$ cat config.mk
export PLATFORM = sky130hd
export DESIGN_NAME = unit_cube_face_vertex_emitter
export DESIGN_NICKNAME = d
export VERILOG_FILES = /design/src/rtl/core/ucfve_pkg.sv /design/src/rtl/core/ucfve_front.sv /design/src/rtl/core/ucfve_queue.sv /design/src/rtl/core/ucfve_back.sv /design/src/rtl/core/unit_cube_face_vertex_emitter.sv
export SDC_FILE = /design/constraint.sdc
export NUM_CORES = 1
export LEC_CHECK = 0
export BUFFER_PORTS_ARGS = -buffer_cell sky130_fd_sc_hd__buf_2
export CORE_MARGIN = 2
export CORE_UTILIZATION = 48
export CTS_CLUSTER_SIZE = 40
export DETAILED_ROUTE_END_ITERATION = 7
export PLACE_DENSITY = 0.74
export SYNTH_ARGS = -nofsm -noshare
export SYNTH_HDL_FRONTEND = slang
export SYNTH_SLANG_ARGS = --single-unit
$ cat constraint.sdc
create_clock -name clk -period 17.3 [get_ports clk]
set_clock_uncertainty 0.1 [all_clocks]
set_input_delay 0 -clock clk [delete_from_list [all_inputs] [get_ports clk]]
set_output_delay 0 -clock clk [all_outputs]
set_load 0.01 [all_outputs]
$ cat src/rtl/core/ucfve_pkg.sv
// Package for the unit cube face vertex emitter.
// Holds item, result and job types, register indexes and the UV and corner tables.
// No dependencies.
package ucfve_pkg;

	localparam int QUEUE_DEPTH_DEF = 2;

	localparam int CFG_ADDR_W = 2;
	localparam int CFG_DATA_W = 32;

	localparam logic [CFG_ADDR_W-1:0] REG_ORIGIN_X = 2'd0;
	localparam logic [CFG_ADDR_W-1:0] REG_ORIGIN_Y = 2'd1;
	localparam logic [CFG_ADDR_W-1:0] REG_ORIGIN_Z = 2'd2;

	localparam logic signed [32:0] LOCAL_MIN = -33'sd32768;
	localparam logic signed [32:0] LOCAL_MAX = 33'sd32766;

	localparam logic [2:0] NUM_SIDES = 3'd6;
	localparam logic [2:0] LAST_CORNER = 3'd5;

	typedef struct packed {
		logic [2:0]         side;
		logic signed [31:0] block_x;
		logic signed [31:0] block_y;
		logic signed [31:0] block_z;
		logic [7:0]         tile;
		logic [31:0]        face_color;
		logic [31:0]        face_brightness;
	} item_t;

	typedef struct packed {
		logic               accepted;
		logic [31:0]        vertex_number;
		logic signed [15:0] pos_x;
		logic signed [15:0] pos_y;
		logic signed [15:0] pos_z;
		logic [31:0]        tex_u;
		logic [31:0]        tex_v;
		logic [31:0]        vert_color;
		logic [31:0]        vert_brightness;
		logic               last;
	} result_t;

	typedef struct packed {
		logic               ok;
		logic [2:0]         side;
		logic signed [15:0] lx;
		logic signed [15:0] ly;
		logic signed [15:0] lz;
		logic [3:0]         col;
		logic [3:0]         row;
		logic [31:0]        color;
		logic [31:0]        bright;
	} job_t;

	// corner code: bit0 +x, bit1 +y, bit2 +z, bit3 high u, bit4 high v
	typedef logic [0:5][4:0] corner_row_t;

	localparam corner_row_t CORNER_TBL [6] = '{
		'{5'd20, 5'd0,  5'd9,  5'd20, 5'd9,  5'd29},
		'{5'd31, 5'd11, 5'd2,  5'd31, 5'd2,  5'd22},
		'{5'd10, 5'd3,  5'd17, 5'd10, 5'd17, 5'd24},
		'{5'd6,  5'd20, 5'd29, 5'd6,  5'd29, 5'd15},
		'{5'd14, 5'd2,  5'd16, 5'd14, 5'd16, 5'd28},
		'{5'd21, 5'd25, 5'd11, 5'd21, 5'd11, 5'd7}
	};

	function automatic logic [31:0] edge_lo(input logic [3:0] n);
		logic [31:0] r;
		case (n)
			4'd0:    r = 32'h00000000;
			4'd1:    r = 32'h3D800000;
			4'd2:    r = 32'h3E000000;
			4'd3:    r = 32'h3E400000;
			4'd4:    r = 32'h3E800000;
			4'd5:    r = 32'h3EA00000;
			4'd6:    r = 32'h3EC00000;
			4'd7:    r = 32'h3EE00000;
			4'd8:    r = 32'h3F000000;
			4'd9:    r = 32'h3F100000;
			4'd10:   r = 32'h3F200000;
			4'd11:   r = 32'h3F300000;
			4'd12:   r = 32'h3F400000;
			4'd13:   r = 32'h3F500000;
			4'd14:   r = 32'h3F600000;
			default: r = 32'h3F700000;
		endcase
		return r;
	endfunction

	function automatic logic [31:0] edge_hi(input logic [3:0] n);
		logic [31:0] r;
		case (n)
			4'd0:    r = 32'h3D7FD70A;
			4'd1:    r = 32'h3DFFEB85;
			4'd2:    r = 32'h3E3FF5C3;
			4'd3:    r = 32'h3E7FF5C3;
			4'd4:    r = 32'h3E9FFAE1;
			4'd5:    r = 32'h3EBFFAE1;
			4'd6:    r = 32'h3EDFFAE1;
			4'd7:    r = 32'h3EFFFAE1;
			4'd8:    r = 32'h3F0FFD71;
			4'd9:    r = 32'h3F1FFD71;
			4'd10:   r = 32'h3F2FFD71;
			4'd11:   r = 32'h3F3FFD71;
			4'd12:   r = 32'h3F4FFD71;
			4'd13:   r = 32'h3F5FFD71;
			4'd14:   r = 32'h3F6FFD71;
			default: r = 32'h3F7FFD71;
		endcase
		return r;
	endfunction

endpackage

$ cat src/rtl/core/ucfve_front.sv
// Front stage: origin registers, accept of face items, local position and range check.
// Depends on ucfve_pkg; feeds ucfve_queue.
module ucfve_front (
	input  logic                              clk,
	input  logic                              arst_n,
	input  logic                              push,
	input  ucfve_pkg::item_t                  item,
	output logic                              full,
	input  logic                              cfg_we,
	input  logic [ucfve_pkg::CFG_ADDR_W-1:0]  cfg_addr,
	input  logic [ucfve_pkg::CFG_DATA_W-1:0]  cfg_wdata,
	output logic                              job_valid,
	output ucfve_pkg::job_t                   job,
	input  logic                              job_full
);
	import ucfve_pkg::*;

	logic signed [31:0] origin_x_q, origin_y_q, origin_z_q;
	logic signed [32:0] dx, dy, dz;
	logic               ok;
	logic               advance;
	logic               valid_s1;
	job_t               job_s1;

	always_ff @(posedge clk or negedge arst_n) begin
		if (!arst_n) begin
			origin_x_q <= '0;
			origin_y_q <= '0;
			origin_z_q <= '0;
		end else if (cfg_we) begin
			case (cfg_addr)
				REG_ORIGIN_X: origin_x_q <= cfg_wdata;
				REG_ORIGIN_Y: origin_y_q <= cfg_wdata;
				REG_ORIGIN_Z: origin_z_q <= cfg_wdata;
				default: ;
			endcase
		end
	end

	assign dx = {item.block_x[31], item.block_x} - {origin_x_q[31], origin_x_q};
	assign dy = {item.block_y[31], item.block_y} - {origin_y_q[31], origin_y_q};
	assign dz = {item.block_z[31], item.block_z} - {origin_z_q[31], origin_z_q};

	assign ok = (item.side < NUM_SIDES)
		&& (dx >= LOCAL_MIN) && (dx <= LOCAL_MAX)
		&& (dy >= LOCAL_MIN) && (dy <= LOCAL_MAX)
		&& (dz >= LOCAL_MIN) && (dz <= LOCAL_MAX);

	assign advance = !valid_s1 || !job_full;
	assign full    = !advance;

	always_ff @(posedge clk or negedge arst_n) begin
		if (!arst_n) begin
			valid_s1 <= 1'b0;
		end else if (advance) begin
			valid_s1 <= push;
		end
	end

	always_ff @(posedge clk) begin
		if (advance && push) begin
			job_s1.ok     <= ok;
			job_s1.side   <= item.side;
			job_s1.lx     <= dx[15:0];
			job_s1.ly     <= dy[15:0];
			job_s1.lz     <= dz[15:0];
			job_s1.col    <= item.tile[3:0];
			job_s1.row    <= item.tile[7:4];
			job_s1.color  <= item.face_color;
			job_s1.bright <= item.face_brightness;
		end
	end

	assign job_valid = valid_s1;
	assign job       = job_s1;

endmodule

$ cat src/rtl/core/ucfve_queue.sv
// Short job queue between the front and back stages.
// Depends on ucfve_pkg for the job type.
module ucfve_queue #(
	parameter int DEPTH = ucfve_pkg::QUEUE_DEPTH_DEF
) (
	input  logic             clk,
	input  logic             arst_n,
	input  logic             wr_en,
	input  ucfve_pkg::job_t  wr_data,
	output logic             full,
	input  logic             rd_en,
	output ucfve_pkg::job_t  rd_data,
	output logic             not_empty
);
	import ucfve_pkg::*;

	localparam int IDX_W = $clog2(DEPTH);
	localparam int CNT_W = $clog2(DEPTH + 1);

	job_t             mem [DEPTH];
	logic [IDX_W-1:0] wr_ptr_q, rd_ptr_q;
	logic [CNT_W-1:0] count_q;
	logic             do_wr, do_rd;

	assign full      = (count_q == CNT_W'(DEPTH));
	assign not_empty = (count_q != '0);
	assign do_wr     = wr_en && !full;
	assign do_rd     = rd_en && not_empty;
	assign rd_data   = mem[rd_ptr_q];

	always_ff @(posedge clk) begin
		if (do_wr) begin
			mem[wr_ptr_q] <= wr_data;
		end
	end

	always_ff @(posedge clk or negedge arst_n) begin
		if (!arst_n) begin
			wr_ptr_q <= '0;
			rd_ptr_q <= '0;
			count_q  <= '0;
		end else begin
			if (do_wr) begin
				wr_ptr_q <= (wr_ptr_q == IDX_W'(DEPTH - 1)) ? '0 : wr_ptr_q + 1'b1;
			end
			if (do_rd) begin
				rd_ptr_q <= (rd_ptr_q == IDX_W'(DEPTH - 1)) ? '0 : rd_ptr_q + 1'b1;
			end
			if (do_wr && !do_rd) begin
				count_q <= count_q + 1'b1;
			end else if (do_rd && !do_wr) begin
				count_q <= count_q - 1'b1;
			end
		end
	end

endmodule

$ cat src/rtl/core/ucfve_back.sv
// Back stage: corner sequencer, vertex numbering and the result register.
// Depends on ucfve_pkg; reads jobs from ucfve_queue.
module ucfve_back (
	input  logic                 clk,
	input  logic                 arst_n,
	input  logic                 job_valid,
	input  ucfve_pkg::job_t      job,
	output logic                 job_pop,
	output logic                 empty,
	input  logic                 pop,
	output ucfve_pkg::result_t   result
);
	import ucfve_pkg::*;

	logic [2:0]  corner_q;
	logic [31:0] vertex_total_q;
	logic        out_valid_q;
	result_t     res_q;
	logic        produce;
	logic        last_vert;
	logic [4:0]  code;
	corner_row_t row_codes;
	result_t     res_next;

	assign produce   = job_valid && (!out_valid_q || pop);
	assign last_vert = (corner_q == LAST_CORNER);
	assign job_pop   = produce && (!job.ok || last_vert);
	assign row_codes = CORNER_TBL[job.side];
	assign code      = row_codes[corner_q];

	always_comb begin
		res_next = '0;
		res_next.last = 1'b1;
		if (job.ok) begin
			res_next.accepted        = 1'b1;
			res_next.vertex_number   = vertex_total_q;
			res_next.pos_x           = job.lx + 16'(code[0]);
			res_next.pos_y           = job.ly + 16'(code[1]);
			res_next.pos_z           = job.lz + 16'(code[2]);
			res_next.tex_u           = code[3] ? edge_hi(job.col) : edge_lo(job.col);
			res_next.tex_v           = code[4] ? edge_hi(job.row) : edge_lo(job.row);
			res_next.vert_color      = job.color;
			res_next.vert_brightness = job.bright;
			res_next.last            = last_vert;
		end
	end

	always_ff @(posedge clk or negedge arst_n) begin
		if (!arst_n) begin
			corner_q       <= '0;
			vertex_total_q <= '0;
			out_valid_q    <= 1'b0;
		end else begin
			if (produce) begin
				out_valid_q <= 1'b1;
				if (job.ok) begin
					corner_q <= last_vert ? '0 : corner_q + 1'b1;
					if (vertex_total_q != '1) begin
						vertex_total_q <= vertex_total_q + 1'b1;
					end
				end
			end else if (pop) begin
				out_valid_q <= 1'b0;
			end
		end
	end

	always_ff @(posedge clk) begin
		if (produce) begin
			res_q <= res_next;
		end
	end

	assign empty  = !out_valid_q;
	assign result = res_q;

endmodule

$ cat src/rtl/core/unit_cube_face_vertex_emitter.sv
// Top level of the unit cube face vertex emitter.
// Instantiates ucfve_front, ucfve_queue and ucfve_back; depends on ucfve_pkg.
//
// Input channel: an item is taken at a clock edge with push high and full low.
// Result channel: the oldest result sits on result while empty is low and is
// taken at an edge with pop high and empty low.
// Configuration: origin_x/y/z are written at an edge with cfg_we high, index
// on cfg_addr, value on cfg_wdata; write only while the block is idle.
// The first result of a face passes the front register, the job queue and
// the result register. An accepted face gives six vertices and a rejected
// face one result; the back sequencer issues one result per cycle into a
// single result register while pop keeps that register drained.
// Items keep being taken while earlier faces are still being emitted, until
// the job queue (QUEUE_DEPTH entries) and the front register are full.
// When pop stays low the result holds, the sequencer stalls and the queue
// fills, then full rises. Reset clears the origins, the vertex count, the
// queue and all valid flags; no clearing pass is needed.
module unit_cube_face_vertex_emitter #(
	parameter int QUEUE_DEPTH = ucfve_pkg::QUEUE_DEPTH_DEF
) (
	input  logic                              clk,
	input  logic                              arst_n,
	input  logic                              push,
	input  ucfve_pkg::item_t                  item,
	output logic                              full,
	output logic                              empty,
	input  logic                              pop,
	output ucfve_pkg::result_t                result,
	input  logic                              cfg_we,
	input  logic [ucfve_pkg::CFG_ADDR_W-1:0]  cfg_addr,
	input  logic [ucfve_pkg::CFG_DATA_W-1:0]  cfg_wdata
);
	import ucfve_pkg::*;

	logic front_valid;
	job_t front_job;
	logic q_full;
	logic q_not_empty;
	job_t q_job;
	logic q_pop;

	ucfve_front u_front (
		.clk       (clk),
		.arst_n    (arst_n),
		.push      (push),
		.item      (item),
		.full      (full),
		.cfg_we    (cfg_we),
		.cfg_addr  (cfg_addr),
		.cfg_wdata (cfg_wdata),
		.job_valid (front_valid),
		.job       (front_job),
		.job_full  (q_full)
	);

	ucfve_queue #(
		.DEPTH (QUEUE_DEPTH)
	) u_queue (
		.clk       (clk),
		.arst_n    (arst_n),
		.wr_en     (front_valid),
		.wr_data   (front_job),
		.full      (q_full),
		.rd_en     (q_pop),
		.rd_data   (q_job),
		.not_empty (q_not_empty)
	);

	ucfve_back u_back (
		.clk       (clk),
		.arst_n    (arst_n),
		.job_valid (q_not_empty),
		.job       (q_job),
		.job_pop   (q_pop),
		.empty     (empty),
		.pop       (pop),
		.result    (result)
	);

endmodule
; Word level (Yosys, flattened, before mapping)
; Memories as Yosys holds them, arrays and structs flattened.
; Cells that the tools add are included.
; Widths: inputs -> output; s select.
[totals]
rom_bits = 1200
register_bits = 471
out_inout_bits = 212
ram_bits = 248
mem_count = 6
[op_classes]
reduce_logical = 32
eq_ne = 5
mux = 17
bitwise_logic = 2
magnitude_cmp = 9
addsub = 12
[mem_list]
columns = name, depth, width, read_ports, rd_clocked_by_memory_dff, wr, line
row1 = (no name shown), 16, 20, 1, 0, 0, ucfve_pkg.sv:93  ; case (n)
row2 = (no name shown), 16, 20, 1, 0, 0, ucfve_pkg.sv:93
row3 = u_queue.mem, 2, 124, 1, 0, 1, ucfve_queue.sv:20  ; job_t mem [DEPTH];
row4 = (no name shown), 8, 30, 1, 0, 0, ucfve_back.sv:28  ; assign row_codes = CORNER_TBL[job.side];
row5 = (no name shown), 16, 10, 1, 0, 0, ucfve_pkg.sv:70  ; case (n)
row6 = (no name shown), 16, 10, 1, 0, 0, ucfve_pkg.sv:70
[ops]
columns = op, n
row1 = $mux 210, 1
row2 = $ge 33x16->1 const B, 3
row3 = $le 33x16->1 const B, 3
row4 = $sub 32x32->33, 3
row5 = $mux 32, 2
row6 = $mux 30, 2
row7 = $add 16x1->16, 3
row8 = $add 32x1->32 const B, 1
row9 = $ne 32x32->1 const B, 1
row10 = $bmux 5 s3, 1
row11 = $logic_and 1x1->1, 13
row12 = $mux 5, 2
row13 = $ge 4x4->1 const B, 2
row14 = $not 3->4, 2
row15 = $reduce_and 2->1, 4
row16 = $logic_not 1->1, 7
row17 = $mux 1, 6
row18 = $reduce_bool 2->1, 3
row19 = $eq 2x2->1 const B, 2
row20 = $mux 2, 2
row21 = $add 3x1->3 const B, 1
row22 = $eq 3x3->1 const B, 1
row23 = $logic_or 1x1->1, 3
row24 = $lt 3x3->1 const B, 1
row25 = 7 further kinds, 8

; Depth between registers and ports, before layout
; An unclocked memory read counts as a cell.
[logic_depth]
word_depth = 10
ltp_mapped = 17
depth_no_buf = 16

; Hierarchy
; From an unflattened synthesis, not the netlist that was laid out.
[hier_totals]
hier_cells = 2578
hier_area_um2 = 33176.8
[modules_own_cells]
columns = mod, cells_each, n_inst, area_per_inst_um2, seq_area_each_um2
row1 = ucfve_front, 1354, 1, 13680.6, 6150.9
row2 = ucfve_back, 819, 1, 10153.5, 6546.3
row3 = ucfve_queue, 405, 1, 9342.7, 7547.2

; Worst setup path before layout
; Ideal clock, no wire load.
[synth_timing]
kind = reg-to-reg
from = reg u_queue.count_q[0]
to = reg u_back.vertex_total_q[18]
required_ns = 17.077
stages_incl_launch_ff = 12
path_slack_ns = 4.829
arrival_ns = 12.248
n_path_buf = 0
synth_period_minus_slack_ns = 12.471
path_cell_list = dfrtp_1 -> nor2_1 -> a21oi_1 -> and2_1 -> a21boi_0 -> and3_1 -> and2_1 -> nand3_1 -> nor2_1 -> nand3_1 -> or2_2 -> xnor2_1
[synth_between]
elab_chain_len = 3
[synth_rtl]
columns = item, line
row1 = start: declaration, ucfve_queue.sv:22  ; logic [CNT_W-1:0] count_q;
row2 = start signal: assignment, ucfve_queue.sv:50  ; count_q <= count_q + 1'b1;
row3 = start signal: assignment, ucfve_queue.sv:52  ; count_q <= count_q - 1'b1;
row4 = $reduce_bool 2->1, ucfve_queue.sv:26  ; assign not_empty = (count_q != '0);
row5 = $logic_and 1x1->1, ucfve_back.sv:25  ; assign produce = job_valid && (!out_valid_q || pop);
row6 = named net u_back.produce, ucfve_back.sv:19  ; logic produce;
row7 = $reduce_and 3->1 (no source line), -
row8 = end signal: assignment, ucfve_back.sv:59  ; vertex_total_q <= vertex_total_q + 1'b1;
row9 = end: declaration, ucfve_back.sv:16  ; logic [31:0] vertex_total_q;
; The timed path passes the listed nets, and every way through them passes these cells.
; A chain may end at the register's enable or synchronous reset.

; Worst setup path in the final report
[layout_timing]
from = reg u_queue.rd_ptr_q
to = reg u_back.res_q (netlist bit u_back.result[149]) (data pin)
[layout_between]
elab_chain_len = 9
[layout_rtl]
columns = item, line
row1 = start: declaration, ucfve_queue.sv:21  ; logic [IDX_W-1:0] wr_ptr_q, rd_ptr_q;
row2 = start signal: assignment, ucfve_queue.sv:47  ; rd_ptr_q <= (rd_ptr_q == IDX_W'(DEPTH - 1)) ? '0 : rd_ptr_q + 1'b1;
row3 = $mem_v2 2x124 *, -
row4 = $not 3->4 (not written as such), ucfve_back.sv:28
row5 = $mem_v2 8x30, -
row6 = $mux 30 (not written as such) (2 in series), ucfve_back.sv:28
row7 = $bmux 5 s3, ucfve_back.sv:29  ; assign code = row_codes[corner_q];
row8 = $mux 5 (not written as such) (2 in series), ucfve_back.sv:29
row9 = $add 16x1->16, ucfve_back.sv:38  ; res_next.pos_y = job.ly + 16'(code[1]);
row10 = end signal: assignment, ucfve_back.sv:70  ; res_q <= res_next;
row11 = end: declaration, ucfve_back.sv:18  ; result_t res_q;
; Mark *: on every way between the ends. The rest lies on a longest branch, timed or not. The select of a mux whose other input is x is not followed.

==> results.md <==
- HP Class: in2reg
- Max Clock Freq: 200 MHz
- Hold-fix buffers, CTS: 252
- Top cells by area, synth: edfxtp_1, dfrtp_1, ha_1
- Internal Power: 4.36 mW
- Crit-path max FO: ~130
- Hold WS: ~0.048 ns
- Sw frac: 34.3%
- Initial Util: between 40 and 50%
- First DRT Iteration DRCs: about 1.6k
- Synth warn: 0
- Pin count of the biggest net entering global routing: 126
- DP HPWL: 56.6 mm
- Cell taking the most area after synthesis: edfxtp_1
- Unrepaired setup endpoints after global routing: false
- Most frequent cells after synthesis: edfxtp_1, nor2_1, nand2_1, inv_1, dfrtp_1
- Clk_lat worst skew: 0.62 ns
- Netlist Area Pre-Place: roughly 32000 µm²
- Total power: 6.63 mW
- Dpl ws: between 10 and 15 ns
- Data required time of the critical path: approximately 18 ns
- Setup_tns: 0 ns
- Crit path DAT: roughly 5.3 ns
- Count of flip-flops with a built-in enable after synthesis: 560
- Slew @ Worst Pin: between 1 and 1.5 ns
- Root buf cell: clkbuf_16
- Via density: 5.48
- Crit path kind: reg2reg
- Max stage delay cell, worst path: dfrtp_4
- Worst Path Buf+Inv: 2
- DIE WIDTH: 263 µm
- Flop pwr share: between 40% and 50%
- Grt total ovfl: 0
- Pwr Density: around 160 nW/µm²
- IO buf count: about 420
- Antenna-violating nets left: 0
- Clock Power Share: about a quarter
- Mean post-synth cell area: roughly 13 µm²
- Ys flop type: edfxtp_1
- Switch Pwr: about 2.3 mW
- Global-route wire length before repair: between 100 and 150 mm
- Leak: around 16 nW
- Peak supply drop: 0.000107 V
- CP dominant cell by count: ha_1
- Initial antenna violation count: 19
- Yosys cell types: 95
- Setup ws final: between 10 and 15 ns
- Synthesis-stage register bit count: 697
- Post-synthesis sequential area ratio: a little over three fifths
- Startpoint Class: flip-flop
- Area of the core: between 60000 and 70000 µm²
- Post_cts resized: 0
- Crit path largest cell delay: a little under 0.9 ns
- Minimum clock period: 5.00 ns
- Die footprint: 69000 µm²
- Htree depth: 3
- Worst-path clk slew: 0.06 ns
- Combinational fraction of design power: between 30 and 40%
- TritonCTS clock tree: done
- Final setup fails: 0
- Slew headroom: 25.8%
- DRC viols: 0
- Fin nets: around 3.5k
- Final period utilization: between 20 and 30%
- Fraction of registers with async set/reset: around a fifth
- Clk sinks: ~700
- Layout cells sized above 1: roughly a fifth
- Crit-path leading delay family: compound AO/OA/AOI/OAI gates
- Run status: finished, final reports clean
- CTS Buffer Depth: 3
- GRT Resource Usage Total: a little under a quarter
- Vias in the first global route: between 20k and 25k
- R2R setup slack: between 10 and 15 ns
- Most frequent cell after synthesis: edfxtp_1
- Synth top area share: 52.3%
- Crit. End Element: flip-flop
- Sequence of cells on the critical path: buf_12 -> mux2i_1 -> inv_1 -> ha_1 -> o21ai_0 -> nor2_1 -> a21oi_1 -> a2bb2oi_1 -> o22ai_1 -> ha_1 -> ha_1 -> and2_1 -> nand2_1 -> xnor2_1 -> nor2_1 -> a211oi_1
- Die Y: roughly 260 µm
- GPL Wtd Cong: around 0.9
- Drt pass-1 iters: 5
- Final hold viol count: 0
- Pins Over Slew Limit: 0
- Area Overhead vs Synth: 25.5%
- TritonCTS buffer count: 74
- Max-cap violations: 0
- Routed wire per std cell: approximately 20 µm
- DR vias: roughly 23k
- I/O pin cnt: roughly 420
- Post-CTS Setup Bufs: 0
- Drt total wl: a little over 80 mm
- Synthesized instance count: 2504
- Row cnt: 94
registers in the layout, summed over array words and instances (netlist names):
name                   count
u_queue.mem              248
u_front.job_valid          1
u_queue.count_q            2
u_queue.rd_ptr_q           1
u_front.origin_z_q        32
u_queue.wr_ptr_q           1
u_back.result            188
u_front.origin_y_q        32
u_back.vertex_total_q     32
u_front.job              124
u_back.out_valid_q         1
u_back.corner_q            3
u_front.origin_x_q        32
cell families (layout without fill, tap and decap cells):
kind of cell / count (synthesis) / in the layout / share of synthesized area [%]
buffers and inverters: 234 / 964 / 3.03
adder cells (fa/ha/maj): 112 / 112 / 4.43
other: 1 / 17 / 0.0117
XOR/XNOR: 152 / 152 / 4.14
AO/OA/AOI/OAI: 423 / 423 / 8.68
AND/OR/NAND/NOR: 699 / 699 / 10.6
flip-flops: 697 / 697 / 63.0
multiplexers: 186 / 186 / 6.13
per-stage QoR:
stage | instance area [µm²] | cells | utilization (%)
6_report | 40300 | 4114 | 61.1
2_1_floorplan | 32100 | 2507 | -
3_3_place_gp | 35100 | 3712 | 53.1
4_1_cts | 40300 | 4101 | 61.0
5_1_grt | 40300 | 4112 | 61.1
3_5_place_dp | 35100 | 3712 | 53.1
power groups by stage:
| stage | Sequential (mW) | Clock [mW] | Combinational [mW] |
|---|---|---|---|
| 3_3_place_gp | 2.78 | 0 | 2.03 |
| 3_5_place_dp | 2.81 | 0 | 2.07 |
| 4_1_cts | 2.78 | 1.73 | 2.14 |
| 2_1_floorplan | 2.93 | 0 | 1.30 |
| 5_1_grt | 2.83 | 1.81 | 2.34 |
| 6_report | 2.78 | 1.70 | 2.14 |
path summary, 6_finish.rpt:
kind | startpoint | end | depth (start not counted)
setup / recovery | u_queue.rd_ptr_q | u_back.result[149] | 16
hold / removal | item[63] | u_front.job[63] | 2
setup reg to reg | u_queue.rd_ptr_q | u_back.result[149] | 16
hold reg to reg | u_front.job[84] | u_queue.mem[0][84] | 0
max in group asynchronous | arst_n | u_front.origin_z_q[27] | 4
min in group asynchronous | arst_n | u_back.vertex_total_q[13] | 4
metal layers:
metal | global-route usage [%] | share of wire, % | up-vias | routed length, µm
met5 | 0 | 0.11 | - | 90
met4 | 8.40 | 3.0 | 14 | 2510
met3 | 4.59 | 6.6 | 153 | 5480
met2 | 39.6 | 48 | 768 | 39700
met1 | 30.1 | 42 | 11000 | 34800
li1 | - | - | 10600 | -
cell type report:
type | instances | area (µm²)
diodes | 13 | 32.5
clock buffers | 87 | 1930
clock inverters | 50 | 756
fillers | 5021 | 25700
inverters | 143 | 537
multi-input cells | 1576 | 11000
flip-flops and latches | 697 | 20200
well taps | 864 | 1080
repair buffers | 684 | 4760
cell usage in the layout (no fill, tap or decap), types with 18 or more instances in the layout:
cell | netlist | layout
dlygate4sd3_1 | 0 | 251
ha_1 | 109 | 109
mux2i_1 | 99 | 98
inv_1 | 143 | 143
and2_1 | 51 | 50
clkbuf_16 | 0 | 74
mux2_2 | 87 | 87
edfxtp_1 | 560 | 560
nand2_1 | 162 | 162
dfrtp_1 | 137 | 136
nand4_1 | 20 | 20
nand3_1 | 49 | 49
buf_2 | 11 | 416
nor2_1 | 224 | 223
nand2b_1 | 19 | 19
a211oi_1 | 21 | 21
and3_1 | 23 | 22
a21o_1 | 25 | 25
xnor2_1 | 81 | 81
a21oi_1 | 118 | 117
nor3_1 | 44 | 44
nor2b_1 | 21 | 21
o21ai_0 | 96 | 96
a31oi_1 | 18 | 18
xor2_1 | 71 | 71
No activity file was read; power rests on OpenSTA's default activity.
